===== src/hw/rtl/rrp_pkg.sv =====
// rrp_pkg: shared types and constants for the row record parser.
// Holds the result kind codes, field widths and register indexes.
// No dependencies.
`timescale 1ns / 1ps

package rrp_pkg;

  localparam int unsigned ByteW      = 8;
  localparam int unsigned ValueW     = 32;
  localparam int unsigned LenW       = 16;
  localparam int unsigned NameLimW   = 5;
  localparam int unsigned EmailLimW  = 8;
  localparam int unsigned CfgIndexW  = 8;
  localparam int unsigned CfgDataW   = 8;

  // Register indexes on the configuration port
  localparam logic [CfgIndexW-1:0] CFG_NAME_LIMIT  = 8'd0;
  localparam logic [CfgIndexW-1:0] CFG_EMAIL_LIMIT = 8'd1;

  // Register reset values
  localparam logic [NameLimW-1:0]  NAME_LIMIT_RST  = 5'd31;
  localparam logic [EmailLimW-1:0] EMAIL_LIMIT_RST = 8'd254;

  // Result kind codes
  typedef enum logic [2:0] {
    KIND_ABSORB = 3'd0,
    KIND_ID     = 3'd1,
    KIND_NLEN   = 3'd2,
    KIND_NBYTE  = 3'd3,
    KIND_ELEN   = 3'd4,
    KIND_EBYTE  = 3'd5
  } kind_t;

endpackage


===== src/hw/rtl/row_record_parser_top.sv =====
// row_record_parser_top: byte-serial parser for serialized row records.
// Depends on rrp_pkg for kind codes, widths and register indexes.
//
//   channel  | direction | handshake            | payload
//   ---------+-----------+----------------------+-----------------------------------
//   input    | in        | in_valid / in_stall  | byte_in
//   result   | out       | out_valid / out_stall| kind, value, record_end, length_error
//   config   | in        | cfg_valid / cfg_ready| cfg_index, cfg_data
//
// One byte per clock unless stalled: a byte is parsed in the cycle it is
// accepted and its word appears in the result register on the next cycle. The
// single result register sets throughput and reloads in the same cycle it is
// taken. in_stall rises only while a result is held and out_stall is high.
// rst is synchronous: parse state returns to the id phase, limits to 31 and 254.
// cfg_ready is always high; writes beyond the register list are dropped.
`timescale 1ns / 1ps

module row_record_parser_top
  import rrp_pkg::*;
(
  input  logic                  clk,
  input  logic                  rst,
  // byte input
  input  logic                  in_valid,
  output logic                  in_stall,
  input  logic [ByteW-1:0]      byte_in,
  // result output
  output logic                  out_valid,
  input  logic                  out_stall,
  output kind_t                 kind,
  output logic [ValueW-1:0]     value,
  output logic                  record_end,
  output logic                  length_error,
  // configuration writes
  input  logic                  cfg_valid,
  output logic                  cfg_ready,
  input  logic [CfgIndexW-1:0]  cfg_index,
  input  logic [CfgDataW-1:0]   cfg_data
);

  typedef enum logic [2:0] {
    PH_ID    = 3'd0,
    PH_NLEN  = 3'd1,
    PH_NAME  = 3'd2,
    PH_ELEN  = 3'd3,
    PH_EMAIL = 3'd4
  } phase_t;

  // Parse state and limits
  phase_t                phase, phase_next;
  logic [ByteW-1:0]      byte_count, byte_count_next;
  logic [ValueW-1:0]     id_accum, id_accum_next;
  logic [ByteW-1:0]      length_accum, length_accum_next;
  logic [NameLimW-1:0]   name_limit;
  logic [EmailLimW-1:0]  email_limit;

  // Result word for the byte being accepted
  kind_t                 res_kind;
  logic [ValueW-1:0]     res_value;
  logic                  res_end;
  logic                  res_err;

  logic                  in_accept;
  logic [LenW-1:0]       len;
  logic [ByteW-1:0]      count_inc;
  logic [ValueW-1:0]     id_merged;

  assign in_stall  = out_valid & out_stall;
  assign in_accept = in_valid & ~in_stall;
  assign cfg_ready = 1'b1;

  assign len       = {byte_in, length_accum};
  assign count_inc = byte_count + 8'd1;
  assign id_merged = id_accum |
                     (ValueW'(byte_in) << {byte_count[1:0], 3'b000});

  // Next state and result for one byte
  always_comb begin
    phase_next        = phase;
    byte_count_next   = byte_count;
    id_accum_next     = id_accum;
    length_accum_next = length_accum;
    res_kind          = KIND_ABSORB;
    res_value         = '0;
    res_end           = 1'b0;
    res_err           = 1'b0;

    unique case (phase) inside
      PH_NLEN, PH_ELEN: begin
        if (byte_count == '0) begin
          // low length byte
          length_accum_next = byte_in;
          byte_count_next   = 8'd1;
        end else begin
          res_kind  = (phase == PH_NLEN) ? KIND_NLEN : KIND_ELEN;
          res_value = ValueW'(len);
          if ((phase == PH_NLEN && len > LenW'(name_limit)) ||
              (phase == PH_ELEN && len > LenW'(email_limit))) begin
            // over limit: abandon record
            res_err           = 1'b1;
            phase_next        = PH_ID;
            byte_count_next   = '0;
            id_accum_next     = '0;
            length_accum_next = '0;
          end else if (phase == PH_ELEN && len == '0) begin
            // empty email closes the record
            res_end           = 1'b1;
            phase_next        = PH_ID;
            byte_count_next   = '0;
            id_accum_next     = '0;
            length_accum_next = '0;
          end else begin
            // accepted length fits in a byte
            length_accum_next = len[ByteW-1:0];
            byte_count_next   = '0;
            if (phase == PH_ELEN) begin
              phase_next = PH_EMAIL;
            end else begin
              phase_next = (len == '0) ? PH_ELEN : PH_NAME;
            end
          end
        end
      end

      PH_NAME: begin
        res_kind  = KIND_NBYTE;
        res_value = ValueW'(byte_in);
        if (count_inc >= length_accum) begin
          phase_next        = PH_ELEN;
          byte_count_next   = '0;
          length_accum_next = '0;
        end else begin
          byte_count_next = count_inc;
        end
      end

      PH_EMAIL: begin
        res_kind  = KIND_EBYTE;
        res_value = ValueW'(byte_in);
        if (count_inc >= length_accum) begin
          res_end           = 1'b1;
          phase_next        = PH_ID;
          byte_count_next   = '0;
          id_accum_next     = '0;
          length_accum_next = '0;
        end else begin
          byte_count_next = count_inc;
        end
      end

      default: begin
        // id bytes, little-endian
        phase_next    = PH_ID;
        id_accum_next = id_merged;
        if (byte_count >= 8'd3) begin
          res_kind          = KIND_ID;
          res_value         = id_merged;
          phase_next        = PH_NLEN;
          byte_count_next   = '0;
          length_accum_next = '0;
        end else begin
          byte_count_next = count_inc;
        end
      end
    endcase
  end

  // State, limits and result register
  always_ff @(posedge clk) begin
    if (rst) begin
      phase        <= PH_ID;
      byte_count   <= '0;
      id_accum     <= '0;
      length_accum <= '0;
      name_limit   <= NAME_LIMIT_RST;
      email_limit  <= EMAIL_LIMIT_RST;
      out_valid    <= 1'b0;
    end else begin
      if (cfg_valid && cfg_ready) begin
        unique case (cfg_index)
          CFG_NAME_LIMIT:  name_limit  <= cfg_data[NameLimW-1:0];
          CFG_EMAIL_LIMIT: email_limit <= cfg_data[EmailLimW-1:0];
          default: ;
        endcase
      end
      if (in_accept) begin
        phase        <= phase_next;
        byte_count   <= byte_count_next;
        id_accum     <= id_accum_next;
        length_accum <= length_accum_next;
        out_valid    <= 1'b1;
        // payload is loaded with each accepted byte
        kind         <= res_kind;
        value        <= res_value;
        record_end   <= res_end;
        length_error <= res_err;
      end else if (!out_stall) begin
        out_valid <= 1'b0;
      end
    end
  end

  // Checks
  a_accept_fills: assert property (@(posedge clk) disable iff (rst)
    in_accept |=> out_valid)
    else $error("accepted byte produced no result");

  a_err_kind: assert property (@(posedge clk) disable iff (rst)
    (out_valid && length_error) |-> ((kind == KIND_NLEN || kind == KIND_ELEN) && !record_end))
    else $error("length error on a non-length word");

  a_end_kind: assert property (@(posedge clk) disable iff (rst)
    (out_valid && record_end) |-> (kind == KIND_ELEN || kind == KIND_EBYTE))
    else $error("record end on a word that cannot close a record");

  a_absorb_zero: assert property (@(posedge clk) disable iff (rst)
    (out_valid && kind == KIND_ABSORB) |-> (value == '0))
    else $error("absorbed header byte with nonzero value");

  a_restart: assert property (@(posedge clk) disable iff (rst)
    (in_accept && (res_end || res_err)) |=> (phase == PH_ID && byte_count == '0))
    else $error("parser did not return to the id phase");

endmodule

===== config.mk =====
export PLATFORM = sky130hd
export DESIGN_NAME = row_record_parser_top
export DESIGN_NICKNAME = d
export VERILOG_FILES = /design/src/hw/rtl/rrp_pkg.sv /design/src/hw/rtl/row_record_parser_top.sv
export SDC_FILE = /design/constraint.sdc
export NUM_CORES = 1
export LEC_CHECK = 0
export BUFFER_PORTS_ARGS = -buffer_cell sky130_fd_sc_hd__buf_4
export CORE_MARGIN = 2
export CORE_UTILIZATION = 55
export DETAILED_ROUTE_END_ITERATION = 8
export GPL_TIMING_DRIVEN = 0
export PLACE_DENSITY = 0.85
export SYNTH_ARGS = -nofsm -noshare
export SYNTH_HDL_FRONTEND = slang
export SYNTH_SLANG_ARGS = --single-unit

===== constraint.sdc =====
create_clock -name clk -period 6.75 [get_ports clk]
set_input_delay 0.3375 -clock clk [delete_from_list [all_inputs] [get_ports clk]]
set_output_delay 0.3375 -clock clk [all_outputs]
set_load 0.02 [all_outputs]

==> impl_metrics.toml <==
[status]
status = "finished, final reports clean"

[cts]
cts.sinks = 102
cts_setup_buffers = 0
htreeDepth = 3
cts_buffers = 9
cts_tree = "built"
root_buffer = "clkbuf_8"
holdBufCountCts = 0
cts_buffer_depth = 2
clkTransAtPathRegs_ps = 110
post_cts_resized = 0
clk_latency_ps = 390

[drt]
dr.pass1.iters = 6
drt-total-wl_um = 13000
vias = 4592
wire_per_inst_um = 18.0
via_per_inst = 6.33
routed-wl-met2_um = 6250
drt-met1-wl_um = 5340
drtIter0Drc = 442
highest_layer = "met4"
antenna_left = 0
drcViolationCount = 0
route.met3.wl_um = 964

[logic_synthesis]
synth_warnings = 0
syn_area_um2 = 5110
synth_seq_cells = 102
avgSynthCellArea_um2 = 9.65
ys_seq_area_frac = 0.472
syn_nets = 582
synthCells = 530
async_flop_share = 0
synth_flop_cell = "dfxtp_1"
synth_edf_count = 37
synth_cell_types = 64

[hold_path]
worstHoldPathType = "in2reg"
hold_end = "email_limit[6]"
hold_start = "cfg_data[6]"
holdPathStages = 3

[place]
port_buffers = 67
gp_congestion = 0.931
placed_area_um2 = 5780
dp_hpwl_um = 9380

[layout]
diodes = 0
mostFrequentLayoutCell = "buf_4"
drive_gt1_frac = 0.187
design_area_um2 = 6010
final_cell_mix = "buf_4, dfxtp_1, a21oi_1, nor2_1, edfxtp_1"
syn_to_final_growth_pct = 17.4
fillCellCount = 710
nNetsFinal = 661

[sta]
fmax_mhz = 238
tns_ps = 0
tightest_slew_ps = 845
post-route-min-period_ps = 4200
finClkSkew_ps = 14.6
maxSlewViolCount = 0
slew_headroom = 0.432
hold_ws_ps = 160
post-route-period-util = 0.622
finalSetupViolCount = 0
rsz0062_at_grt = "false"
hold_viol_final = 0

[critical_path]
r2r_setup_slack_ps = 2550
critical_path_class = "reg2reg"
worstPathRequired_ps = 7020
arrival_ps = 4470
regToRegStartpoint = "byte_count[0]"
r2r_cells = 15
cp_max_fo = 10
worstReg2RegEnd = "id_accum[26]"
worstSetupEndpointType = "flip-flop"
cp-start-kind = "flip-flop"

[die]
start_util = 0.562
rows = 35
io_pins = 69
die_w_um = 100
core_um2 = 9110
dieArea_um2 = 10100
die_h_um = 100

[global_routing]
antenna_found_initial = 0
grt_remaining_overflow = 0
grt_pass1_wl_um = 21000
grt_usage = 0.265
first_global_vias = 4232
grt_start_max_net_pins = 33

[run]
maxCapViolCount = 0

[power_and_ir_drop]
power_density_nw_per_um2 = 210
cellLeakagePower_uw = 0.00248
vdd_drop_max_uv = 100
[metrics by stage]
stage	instances	setup WS [ps]	utilization	power, uW
finish	725	2550	0.659	1260
floorplan	530	3460	-	781
detailed placement	709	2690	0.635	841
CTS	725	2670	0.659	1260
global route	725	2170	0.659	1310
global placement	708	2870	0.632	834
[cell usage after synthesis, types with 3 or more instances]
| master | instances | area (um2) |
|---|---|---|
| a211oi_1 | 5 | 37.5 |
| a21o_1 | 5 | 37.5 |
| a21oi_1 | 63 | 315 |
| a21oi_2 | 12 | 105 |
| a222oi_1 | 8 | 80.1 |
| a22o_1 | 8 | 70.1 |
| a311oi_1 | 9 | 78.8 |
| a31oi_1 | 35 | 219 |
| and2_1 | 3 | 18.8 |
| and3_1 | 5 | 31.3 |
| buf_2 | 4 | 20.0 |
| buf_6 | 3 | 33.8 |
| clkbuf_1 | 31 | 116 |
| dfxtp_1 | 65 | 1300 |
| edfxtp_1 | 37 | 1110 |
| ha_1 | 23 | 288 |
| inv_1 | 34 | 128 |
| mux2i_1 | 8 | 80.1 |
| nand2_1 | 27 | 101 |
| nand2b_1 | 3 | 18.8 |
| nand3_1 | 13 | 65.1 |
| nand3b_1 | 3 | 22.5 |
| nand4_1 | 3 | 18.8 |
| nor2_1 | 43 | 161 |
| nor2b_1 | 3 | 18.8 |
| nor4_1 | 8 | 50.1 |
| o211ai_1 | 6 | 45.0 |
| o21a_1 | 4 | 30.0 |
| o21ai_0 | 8 | 40.0 |
| o22ai_1 | 3 | 18.8 |
| xnor2_1 | 3 | 26.3 |
| xor2_1 | 5 | 43.8 |
[layout make-up]
class,instances,area (um2),area share
Sequential cell,102,2410,0.402
Multi-Input combinational cell,355,2400,0.400
Timing Repair Buffer,68,523,0.0871
Buffer,39,178,0.0296
Tap cell,111,139,0.0231
Inverter,34,128,0.0212
Clock buffer,9,124,0.0206
Clock inverter,7,97.6,0.0162
[state kept, by name (all words and copies together) (netlist names)]
signal / flops
length_accum: 8
phase: 3
name_limit: 5
length_error: 1
out_valid: 1
record_end: 1
kind: 3
value: 32
id_accum: 32
email_limit: 8
byte_count: 8
[per-layer routing]
metal  vias up  global-route usage
li1       2142                   -
met5         -                   0
met1      2165               0.341
met3        48              0.0522
met2       237               0.428
met4         0               0.128
[report_power, final]
group	total (uW)	internal, uW	switching (uW)
clock	430	184	246
sequential	664	655	9.51
combinational	166	58.9	107
total	1260	898	363
[worst max-delay path by stage]
stage	from	slack, ps	to
after global routing	byte_count[0]	2170	id_accum[4]
after CTS	byte_count[0]	2670	id_accum[26]
after global placement	byte_count[0]	2870	id_accum[26]
after floorplan	byte_count[0]	3460	id_accum[10]
final	byte_count[0]	2550	id_accum[26]
after detailed placement	byte_count[0]	2690	id_accum[26]
[critical path: stages (launching register included)]
cell	delay, ps
dfxtp_1	440
and2_1	150
clkbuf_1	410
and4_1	340
and3_1	230
xor2_1	80
ha_1	170
buf_2	170
o2111a_1	260
a2111oi_0	440
o21ai_0	260
o211a_1	270
clkbuf_1	200
clkbuf_1	310
a31oi_1	280
a21oi_2	50
[cells by family after synthesis]
family	synth area share
adders and majority gates	0.0563
other	0.000733
buffers and inverters	0.0597
and+or+nand+nor	0.141
muxes	0.0157
AOI/OAI and AO/OA	0.242
DFF	0.472
xor gates and xnor gates	0.0137
Note: power is estimated with default switching activity, not from simulation.
